===== config.mk =====
export PLATFORM = sky130hd
export DESIGN_NAME = fastcgi_record_deframer_core
export DESIGN_NICKNAME = d
export VERILOG_FILES = /design/src/hdl/fcgi_df_pkg.sv /design/src/hdl/fcgi_df_step.sv /design/src/hdl/fastcgi_record_deframer_core.sv
export SDC_FILE = /design/constraint.sdc
export NUM_CORES = 1
export LEC_CHECK = 0
export ABC_AREA = 1
export BUFFER_PORTS_ARGS = -buffer_cell sky130_fd_sc_hd__buf_2
export CORE_MARGIN = 2
export CORE_UTILIZATION = 37
export CTS_BUF_LIST = sky130_fd_sc_hd__clkbuf_8 sky130_fd_sc_hd__clkbuf_16
export CTS_CLUSTER_DIAMETER = 200
export DETAILED_ROUTE_END_ITERATION = 8
export PLACE_DENSITY_LB_ADDON = 0.2
export SLEW_MARGIN = 10
export SYNTH_ARGS = -nofsm -noshare
export SYNTH_HDL_FRONTEND = slang
export SYNTH_SLANG_ARGS = --single-unit

===== constraint.sdc =====
create_clock -name i_clk -period 4.3 [get_ports i_clk]
set_clock_uncertainty 0.15 [all_clocks]
set_input_delay 0.645 -clock i_clk [delete_from_list [all_inputs] [get_ports i_clk]]
set_output_delay 0.645 -clock i_clk [all_outputs]
set_load 0.1 [all_outputs]

===== src/hdl/fcgi_df_pkg.sv =====
// Shared types, record codes and state layout for the FastCGI record deframer.
package fcgi_df_pkg;

    localparam logic [7:0] REC_END_REQUEST = 8'd3;
    localparam logic [7:0] REC_STDOUT      = 8'd6;
    localparam logic [7:0] REC_STDERR      = 8'd7;
    localparam int         HDR_LEN_BYTES   = 8;

    localparam int HDR_POS_W = $clog2(HDR_LEN_BYTES);

    // Header byte positions that carry fields we keep.
    localparam logic [HDR_POS_W-1:0] HDR_POS_TYPE   = HDR_POS_W'(1);
    localparam logic [HDR_POS_W-1:0] HDR_POS_LEN_HI = HDR_POS_W'(4);
    localparam logic [HDR_POS_W-1:0] HDR_POS_LEN_LO = HDR_POS_W'(5);
    localparam logic [HDR_POS_W-1:0] HDR_POS_PAD    = HDR_POS_W'(6);
    localparam logic [HDR_POS_W-1:0] HDR_POS_LAST   = HDR_POS_W'(HDR_LEN_BYTES - 1);

    localparam int BODY_CNT_W = 17;

    typedef enum logic [2:0] {
        PH_HEADER  = 3'b001,
        PH_BODY    = 3'b010,
        PH_STOPPED = 3'b100
    } t_phase;

    typedef enum logic [1:0] {
        KIND_STDOUT = 2'd0,
        KIND_STDERR = 2'd1,
        KIND_END    = 2'd2
    } t_kind;

    typedef struct packed {
        t_phase                 phase;
        logic [HDR_POS_W-1:0]   hdr_pos;
        logic [7:0]             rec_kind;
        logic [15:0]            content_len;
        logic [7:0]             pad_len;
        logic [BODY_CNT_W-1:0]  body_cnt;
    } t_state;

    typedef struct packed {
        logic       valid;
        t_kind      kind;
        logic [7:0] data;
        logic       last;
    } t_result;

endpackage


===== src/hdl/fcgi_df_step.sv =====
// Per-byte next-state and result logic of the FastCGI record deframer.
module fcgi_df_step (
    input  fcgi_df_pkg::t_state  i_state,
    input  logic [7:0]           i_byte,
    output fcgi_df_pkg::t_state  o_state,
    output fcgi_df_pkg::t_result o_result
);
    import fcgi_df_pkg::*;

    logic [BODY_CNT_W-1:0] w_total;
    logic [BODY_CNT_W-1:0] w_cnt_next;
    logic [BODY_CNT_W:0]   w_cnt_inc;
    logic                  w_is_stream;

    assign w_total     = BODY_CNT_W'(i_state.content_len) + BODY_CNT_W'(i_state.pad_len);
    assign w_cnt_inc   = {1'b0, i_state.body_cnt} + (BODY_CNT_W+1)'(1);
    assign w_cnt_next  = w_cnt_inc[BODY_CNT_W-1:0];
    assign w_is_stream = (i_state.rec_kind == REC_STDOUT) ||
                         (i_state.rec_kind == REC_STDERR);

    always_comb begin
        o_state  = i_state;
        o_result = '{valid: 1'b0, kind: KIND_STDOUT, data: 8'd0, last: 1'b0};
        case (i_state.phase)
            PH_HEADER: begin
                case (i_state.hdr_pos)
                    HDR_POS_TYPE:   o_state.rec_kind = i_byte;
                    HDR_POS_LEN_HI: o_state.content_len[15:8] = i_byte;
                    HDR_POS_LEN_LO: o_state.content_len[7:0] = i_byte;
                    HDR_POS_PAD:    o_state.pad_len = i_byte;
                    default: ;
                endcase
                if (i_state.hdr_pos != HDR_POS_LAST) begin
                    o_state.hdr_pos = i_state.hdr_pos + HDR_POS_W'(1);
                end else begin
                    // The type, length and padding were all taken earlier in the header.
                    o_state.hdr_pos  = '0;
                    o_state.body_cnt = '0;
                    if (i_state.rec_kind == REC_END_REQUEST) begin
                        o_state.phase  = PH_STOPPED;
                        o_result.valid = 1'b1;
                        o_result.kind  = KIND_END;
                    end else if (w_total != '0) begin
                        o_state.phase = PH_BODY;
                    end
                end
            end
            PH_BODY: begin
                o_state.body_cnt = w_cnt_next;
                if (w_cnt_next >= w_total) begin
                    o_state.phase   = PH_HEADER;
                    o_state.hdr_pos = '0;
                end
                if ((i_state.body_cnt < BODY_CNT_W'(i_state.content_len)) && w_is_stream) begin
                    o_result.valid = 1'b1;
                    o_result.kind  = (i_state.rec_kind == REC_STDOUT) ? KIND_STDOUT
                                                                       : KIND_STDERR;
                    o_result.data  = i_byte;
                    o_result.last  = (w_cnt_inc == (BODY_CNT_W+1)'(i_state.content_len));
                end
            end
            default: begin
                // Stopped: every byte is dropped until reset.
                o_state.phase = PH_STOPPED;
            end
        endcase
    end

endmodule


===== src/hdl/fastcgi_record_deframer_core.sv =====
// Top level of the FastCGI record deframer: input register, step logic, result register.
//
//  Channel | Direction | tdata           | tuser    | tlast
//  s       | in        | [7:0] in_byte   | -        | -
//  m       | out       | [7:0] data_byte | [1:0] kind | last_of_record
//
// One byte is taken every cycle unless the output stalls; each byte passes through the input register and
// then its result, if any, sits in the output register until the sink takes it.
// The record state is updated as a byte moves from the input register onward.
// Reset is synchronous and active low and returns the parser to header collection.
// A stall on the output holds both registers; the input accepts while either is free.
module fastcgi_record_deframer_core (
    input  logic       i_clk,
    input  logic       i_rst_n,
    input  logic       i_s_tvalid,
    output logic       o_s_tready,
    input  logic [7:0] i_s_tdata,   // [7:0] in_byte
    output logic       o_m_tvalid,
    input  logic       i_m_tready,
    output logic [7:0] o_m_tdata,   // [7:0] data_byte
    output logic [1:0] o_m_tuser,   // [1:0] kind
    output logic       o_m_tlast    // last_of_record
);
    import fcgi_df_pkg::*;

    logic       r_in_valid;
    logic [7:0] r_in_byte;
    t_state     r_state;
    t_state     n_state;
    t_result    n_result;
    logic       r_out_valid;
    t_kind      r_out_kind;
    logic [7:0] r_out_data;
    logic       r_out_last;
    logic       w_adv;
    logic       w_s_take;

    fcgi_df_step u_step (
        .i_state  (r_state),
        .i_byte   (r_in_byte),
        .o_state  (n_state),
        .o_result (n_result)
    );

    assign w_adv      = !r_out_valid || i_m_tready;
    assign o_s_tready = !r_in_valid || w_adv;
    assign w_s_take   = i_s_tvalid && o_s_tready;

    always_ff @(posedge i_clk) begin
        if (!i_rst_n) begin
            r_in_valid  <= 1'b0;
            r_out_valid <= 1'b0;
            r_state     <= '{phase: PH_HEADER, hdr_pos: '0, rec_kind: '0,
                             content_len: '0, pad_len: '0, body_cnt: '0};
        end else begin
            if (w_s_take) begin
                r_in_valid <= 1'b1;
            end else if (w_adv) begin
                r_in_valid <= 1'b0;
            end
            if (w_adv) begin
                r_out_valid <= r_in_valid && n_result.valid;
                if (r_in_valid) begin
                    r_state <= n_state;
                end
            end
        end
    end

    always_ff @(posedge i_clk) begin
        if (w_s_take) begin
            r_in_byte <= i_s_tdata;
        end
        if (w_adv) begin
            r_out_kind <= n_result.kind;
            r_out_data <= n_result.data;
            r_out_last <= n_result.last;
        end
    end

    assign o_m_tvalid = r_out_valid;
    assign o_m_tdata  = r_out_data;
    assign o_m_tuser  = r_out_kind;
    assign o_m_tlast  = r_out_last;

`ifndef ASSERT_OFF
    a_end_stops: assert property (@(posedge i_clk) disable iff (!i_rst_n)
        (r_out_valid && r_out_kind == KIND_END) |-> (r_state.phase == PH_STOPPED))
        else $error("end result held while parser is not stopped");

    a_stopped_quiet: assert property (@(posedge i_clk) disable iff (!i_rst_n)
        (r_state.phase == PH_STOPPED) |-> (!r_out_valid || r_out_kind == KIND_END))
        else $error("content transfer pending after end of request");

    a_body_pos_zero: assert property (@(posedge i_clk) disable iff (!i_rst_n)
        (r_state.phase == PH_BODY) |-> (r_state.hdr_pos == '0))
        else $error("header position not cleared in body phase");

    a_stall_only_full: assert property (@(posedge i_clk) disable iff (!i_rst_n)
        !o_s_tready |-> (r_in_valid && r_out_valid && !i_m_tready))
        else $error("input stalled while a register is free");
`endif

endmodule


==> impl_metrics.ini, run 1 <==
[detailed_routing]
drt_pass1_iterations = 5
wl_per_cell_um = 14.08
drt_iter0_markers = 200
viasPerCell = 4.921
dr_total_vias = 4700
remaining_drc_errors = 0
ant_nets = 0
drt_wl_total_um = 13450

[clock_tree]
cts_max_path_buffers = 2
cts_buffers = 9
cts_setup_buffers = 0
cts_resized = 0
cts_tree = built
postCtsHoldBufs = 0
htreeDepth = 3
clock_sinks = 76
insertion_delay_ns = 0.34
cts_root_buffer = clkbuf_16
clk_pin_slew_ns = 0.07

[synthesis]
synth_area_sq_um = 5174
seq_area_frac_synth_pct = 33.08
synth_commonest_cells = nand2_1, inv_1, nor2_1
synth.avg_cell_area_sq_um = 6.917
syn_nets = 808
ys_warn_count = 0
yosys.area.top_type = dfxtp_1
async_flop_share_pct = 0
synthCells = 748
yosysMostFrequentCell = nand2_1
synth_area_leaders = dfxtp_1, nand2_1, ha_1, edfxtp_1, inv_1
yosysTopAreaCellShare_pct = 22.06
synth.distinct_cells = 40
ys_ff_latch = 76
ys.flop_type = dfxtp_1
synth_edf_count = 19

[finish]
nets = 831
utilization_pct = 41.97
area_growth_syn_to_layout_pct = 11.73
drive_gt1_share_pct = 8.129
filler_cell_count = 1484
n_antenna_cell = 0
multiInputGateArea_sq_um = 2979
seqCellArea_sq_um = 1712

[timing]
tightest_slew_ns = 1.103
final_max_slew_viol_count = 0
hold_viol = 0
setup_violations = 0
finalCritPeriodShare_pct = 80.62
period_needed_ns = 3.467
fmax_mhz = 288.5
rsz0062_at_grt = no
relSlewSlack_pct = 25.83
fin_tns_setup_ns = 0

[global_route]
grt_pass1_wl_um = 22300
grt_max_degree = 39
grtUsageTotal_pct = 19.25
grt_antenna_before_repair = 0
grt_pass1_vias = 4423
grt_overflow = 0

[min_path]
holdCritPathClass = in2reg
hold-path-endpoint = r_in_byte[7]
hp-start = i_s_tdata[7]
holdPathStages = 1

[critical_path]
required_ns = 4.37
start_kind = register
cp-end-kind = register
crit_fanout = 4
cp_data_arrival_time_ns = 3.54
worstReg2RegEnd = r_state[49]
r2r-start = r_state[25]
criticalPathCategory = reg2reg
r2r_slack_ns = 0.83
rr_worst_depth = 23

[pwr]
peakVddDrop_v = 0.0002041
power_density_nw_per_um2 = 281.6
p_leak_nw = 2.937

[status]
outcome = finished, final reports clean

[floorplanning]
ioPinCount = 25
chipWidth_um = 122.3
initial_core_util_pct = 37.56
rows = 43
die-area_sq_um = 14950
die_height_um = 122.3
core_sq_um = 13770

[placed_design]
port_buffers = 24
hpwl_um = 10750
gp_congestion = 0.8929

[job]
cap_viol_max_count = 0
registers in the layout, indices dropped and copies added, names as in the netlist:
signal and flops:
o_m_tlast 1, r_state 55, o_m_tuser 2, o_m_tdata 8, r_in_byte 8, o_m_tvalid 1
r_in_valid 1
worst max path at each step:
| stage | startpoint | end | cells after the start |
|---|---|---|---|
| CTS | r_state[25] | r_state[49] | 23 |
| global placement | r_state[25] | r_state[49] | 23 |
| finish | r_state[25] | r_state[49] | 23 |
| detailed placement | r_state[25] | r_state[49] | 23 |
| floorplan | r_state[17] | r_state[49] | 23 |
| global route | r_state[25] | r_state[49] | 23 |
cells by family (layout without fill, tap and decap cells):
group	Yosys count	count (layout)	synth area share, %
adder cells (fa/ha/maj)	48	48	11.75
flip-flops	76	76	33.08
buffers and inverters	123	150	9.335
AND/OR/NAND/NOR	365	365	30.50
AO/OA/AOI/OAI	124	124	12.62
XOR/XNOR	12	12	2.709
worst max-delay path: stages (launching register included):
cell	delay [ns]
dfxtp_1	0.33
ha_1	0.24
fa_1	0.42
nand2_1	0.10
nand2_1	0.09
nand3_1	0.10
nand2_1	0.10
a21oi_1	0.20
nand2_1	0.08
nand2_1	0.10
inv_1	0.05
ha_1	0.28
nand2_1	0.07
inv_1	0.04
o21ai_0	0.16
nand2_1	0.07
nor2_1	0.10
nand2_1	0.05
nand2_1	0.08
nand3_1	0.08
nand2_1	0.14
inv_1	0.09
o21ai_0	0.17
nor2_1	0.07
cell usage in the layout, fill, tap and decap left out, types with 2 or more instances in the layout:
master / synthesis / layout
nor3_4: 2 / 2
nand3_1: 50 / 50
nor2_1: 79 / 79
nand4_1: 11 / 11
and2_1: 2 / 2
xnor3_1: 2 / 2
bufinv_16: 0 / 2
nand3b_1: 3 / 3
edfxtp_1: 19 / 19
buf_2: 5 / 24
dfxtp_1: 57 / 57
o21ai_0: 37 / 37
a21oi_1: 73 / 73
nand2_2: 4 / 4
clkbuf_16: 0 / 9
a21o_1: 3 / 3
xor2_1: 8 / 8
or2_2: 2 / 2
nand2_1: 197 / 197
nor2_2: 3 / 3
inv_1: 107 / 107
inv_2: 3 / 3
nor3_1: 5 / 5
ha_1: 47 / 47
o21bai_1: 3 / 3
nand3_2: 4 / 4
per-layer routing:
metal	vias to the layer above	routed length, um	global-route usage [%]
li1	2486	-	-
met1	2115	6463	26.09
met2	85	6216	32.64
met3	14	550	2.277
met4	0	217	4.813
met5	-	0	0
where the power goes:
| part | internal, mW | switching (mW) |
|---|---|---|
| sequential | 0.739 | 0.00512 |
| combinational | 0.0118 | 0.0306 |
| clock | 0.524 | 0.317 |
| total | 1.28 | 0.353 |
area by class of cell:
type                    instances  share of cell area, %
multi-input cells             549                  51.54
flip-flops and latches         76                  29.61
inverters                     110                  7.143
clock buffers                  10                  4.134
well taps                     180                  3.896
repair buffers                 25                  2.208
clock inverters                 5                  1.472
stage by stage:
| stage | cells | total power [mW] | instance area [sq um] | hold WS, ns | setup slack, ns |
|---|---|---|---|---|---|
| after global routing | 955 | 1.674 | 5781 | 0.3332 | 0.4680 |
| after floorplan | 748 | 0.7871 | 5174 | 0.3006 | 1.319 |
| after global placement | 940 | 0.8019 | 5456 | 0.3170 | 1.037 |
| final | 955 | 1.628 | 5781 | 0.3308 | 0.8335 |
| after CTS | 955 | 1.638 | 5781 | 0.3199 | 0.9033 |
| after detailed placement | 940 | 0.8030 | 5456 | 0.3311 | 0.9269 |
Note: power is estimated with default switching activity, not from simulation.
==> inputs of run 2 (changes only) <==
ABC_AREA = 0   (was 1)
clock period = 3.3 ns   (was 4.3 ns; I/O delays follow)
==> run 2 against run 1 <==
  * Cell count decreased by 11%
  * Critical path depth fell by 8
  * Highest routed layer unchanged
  * The flow now finishes with violations (negative setup slack)
  * Clock-buffer cell count shrank 1
  * Sequential share of layout area down 2.0 points
  * Cell area grew 7.5%
==> impl_metrics.ini, run 2 <==
[critical_path]
cp-end-kind = register
crit_chain = ha_4, fa_2, a211oi_2, o211ai_1, nand2_1, xnor2_1, ha_1, buf_4, a21o_1, nand3_1, a31oi_1, or3_4, o21ai_4, nor3_1, nand3b_1
max_stage_delay_ns = 0.44
cp_data_arrival_time_ns = 3.55
start_kind = register
required_ns = 3.34
crit_fanout = 4
criticalPathCategory = reg2reg
r2r-start = r_state[25]
slowest_stage = or3_4
rr_worst_depth = 15
startpoint = r_state[25]
r2r_slack_ns = -0.21
worstReg2RegEnd = r_state[52]

[timing]
final_max_slew_viol_count = 0
relSlewSlack_pct = 39.68
hold_viol = 0
setup_violations = 5
period_needed_ns = 3.507
fmax_mhz = 285.2
rsz0062_at_grt = yes
setup_ws_ns = -0.2069
fin_tns_setup_ns = -0.8918
finalCritPeriodShare_pct = 106.3
tightest_slew_ns = 0.9048
fin_hold_ws_ns = 0.1688

[status]
outcome = finished, violations left
failed_checks = negative setup slack

[finish]
nets = 732
filler_cell_count = 1258
layout_common_cells = buf_4, dfxtp_1, nor2_1
area_growth_syn_to_layout_pct = 24.84
largest-register = r_state
mostFrequentLayoutCell = buf_4
largest_register_ffs = 55
utilization_pct = 47.10
n_antenna_cell = 0
drive_gt1_share_pct = 21.71

[detailed_routing]
viasPerCell = 5.161
ant_nets = 0
drt_wl_total_um = 13440
wl_per_cell_um = 15.75
drt_iter0_markers = 206
drt_pass1_iterations = 4
dr_total_vias = 4402
remaining_drc_errors = 0

[floorplanning]
die-area_sq_um = 14390
chipWidth_um = 120.0
ioPinCount = 25
die_height_um = 120.0
initial_core_util_pct = 37.73
core_sq_um = 13190
rows = 42

[synthesis]
ys_ff_latch = 76
synthCells = 579
yosysMostFrequentCell = dfxtp_1
synth_commonest_cells = dfxtp_1, nor2_1, ha_1
synth_area_sq_um = 4976
seq_area_frac_synth_pct = 34.40
async_flop_share_pct = 0
synth_area_leaders = dfxtp_1, ha_1, edfxtp_1, xnor2_1, nor2b_1
syn_nets = 639
synth.avg_cell_area_sq_um = 8.594
yosys.area.top_type = dfxtp_1
ys.flop_type = dfxtp_1
synth_edf_count = 19
synth.distinct_cells = 59
ys_warn_count = 0
yosysTopAreaCellShare_pct = 22.93

[clock_tree]
insertion_delay_ns = 0.35
cts_tree = built
cts_root_buffer = clkbuf_16
clock_sinks = 76
postCtsHoldBufs = 0
cts_max_path_buffers = 2
cts_buffers = 9
clk_pin_slew_ns = 0.06
htreeDepth = 3

[placed_design]
hpwl_um = 10360
port_buffers = 24
gp_congestion = 0.9100

[min_path]
holdCritPathClass = in2reg
holdPathStages = 1
hp-start = i_s_tdata[3]
hold-path-endpoint = r_in_byte[3]

[global_route]
grtUsageTotal_pct = 19.74
grt_pass1_wl_um = 22270
grt_max_degree = 59
grt_overflow = 0
grt_antenna_before_repair = 0
grt_pass1_vias = 4332

[pwr]
power_density_nw_per_um2 = 318.3
p_leak_nw = 2.595
peakVddDrop_v = 0.0003263
total_power_mw = 1.977

[job]
cap_viol_max_count = 0
-- run 2: cell count changes after synthesis, moves of 26 or more --
cell / delta
xnor2_1: +26
nor2b_1: +33
nand2_1: -152
nor2_1: -30
inv_1: -70
a21oi_1: -40
nand3_1: -37
-- run 2: area by class of cell --
class,count,area [sq um],area share [%]
Clock inverter,7,57.56,0.9265
Clock buffer,9,225.2,3.625
Inverter,37,138.9,2.236
Timing Repair Buffer,98,675.6,10.88
Sequential cell,76,1717,27.63
Multi-Input combinational cell,450,3178,51.16
Tap cell,176,220.2,3.545
-- run 2: repair_timing --
action / 4_1_cts / 5_1_grt
pin swaps: 17 / 15
resized for setup: 9 / 11
cloned: 0 / 0
buffers inserted: 4 / 5
setup endpoints to repair: 5 / 5
-- run 2: logic make-up after synthesis --
| logic type | count (synthesis) | share of synthesized area [%] |
|---|---|---|
| DFF | 76 | 34.40 |
| adders and majority gates | 48 | 12.22 |
| and+or+nand+nor | 230 | 25.35 |
| buffers and inverters | 53 | 4.048 |
| xor gates and xnor gates | 39 | 7.544 |
| AOI/OAI and AO/OA | 133 | 16.44 |
-- run 2: stage by stage --
| stage | area [sq um] | worst slack (ns) | cells |
|---|---|---|---|
| 4_1_cts | 6122 | -0.1899 | 848 |
| 5_1_grt | 6212 | -0.4000 | 853 |
| 3_5_place_dp | 5767 | -0.3486 | 828 |
| 2_1_floorplan | 5001 | -0.08664 | 579 |
| 6_report | 6212 | -0.2069 | 853 |
| 3_3_place_gp | 5767 | -0.2516 | 828 |
-- run 2: where the power goes --
part / internal (mW) / switching, mW / total (mW)
clock: 0.521 / 0.431 / 0.952
sequential: 0.964 / 0.00534 / 0.969
combinational: 0.0183 / 0.0379 / 0.0563
-- run 2: metal layers --
metal | vias to the layer above | wire, um | global-route usage, %
li1 | 2245 | - | -
met1 | 2072 | 6168 | 25.06
met2 | 69 | 6571 | 33.70
met3 | 16 | 438 | 2.994
met4 | 0 | 257 | 7.500
met5 | - | 0 | 0
-- run 2: critical path, delay by kind of cell (launching register included) --
kind            cells  cell delay (ns)
compound gates      5             0.88
xor+xnor            1             0.15
fa+ha+maj           3             0.82
buf+inv             1             0.14
flops               1             0.33
simple gates        5             0.87
-- run 2: worst max-delay path by stage --
stage / end / slack [ns] / cells past startpoint
2_1_floorplan: r_state[52] / -0.09 / 15
3_3_place_gp: r_state[52] / -0.25 / 15
3_5_place_dp: r_state[52] / -0.35 / 15
4_1_cts: r_state[52] / -0.19 / 15
5_1_grt: r_state[52] / -0.40 / 15
6_report: r_state[52] / -0.21 / 15
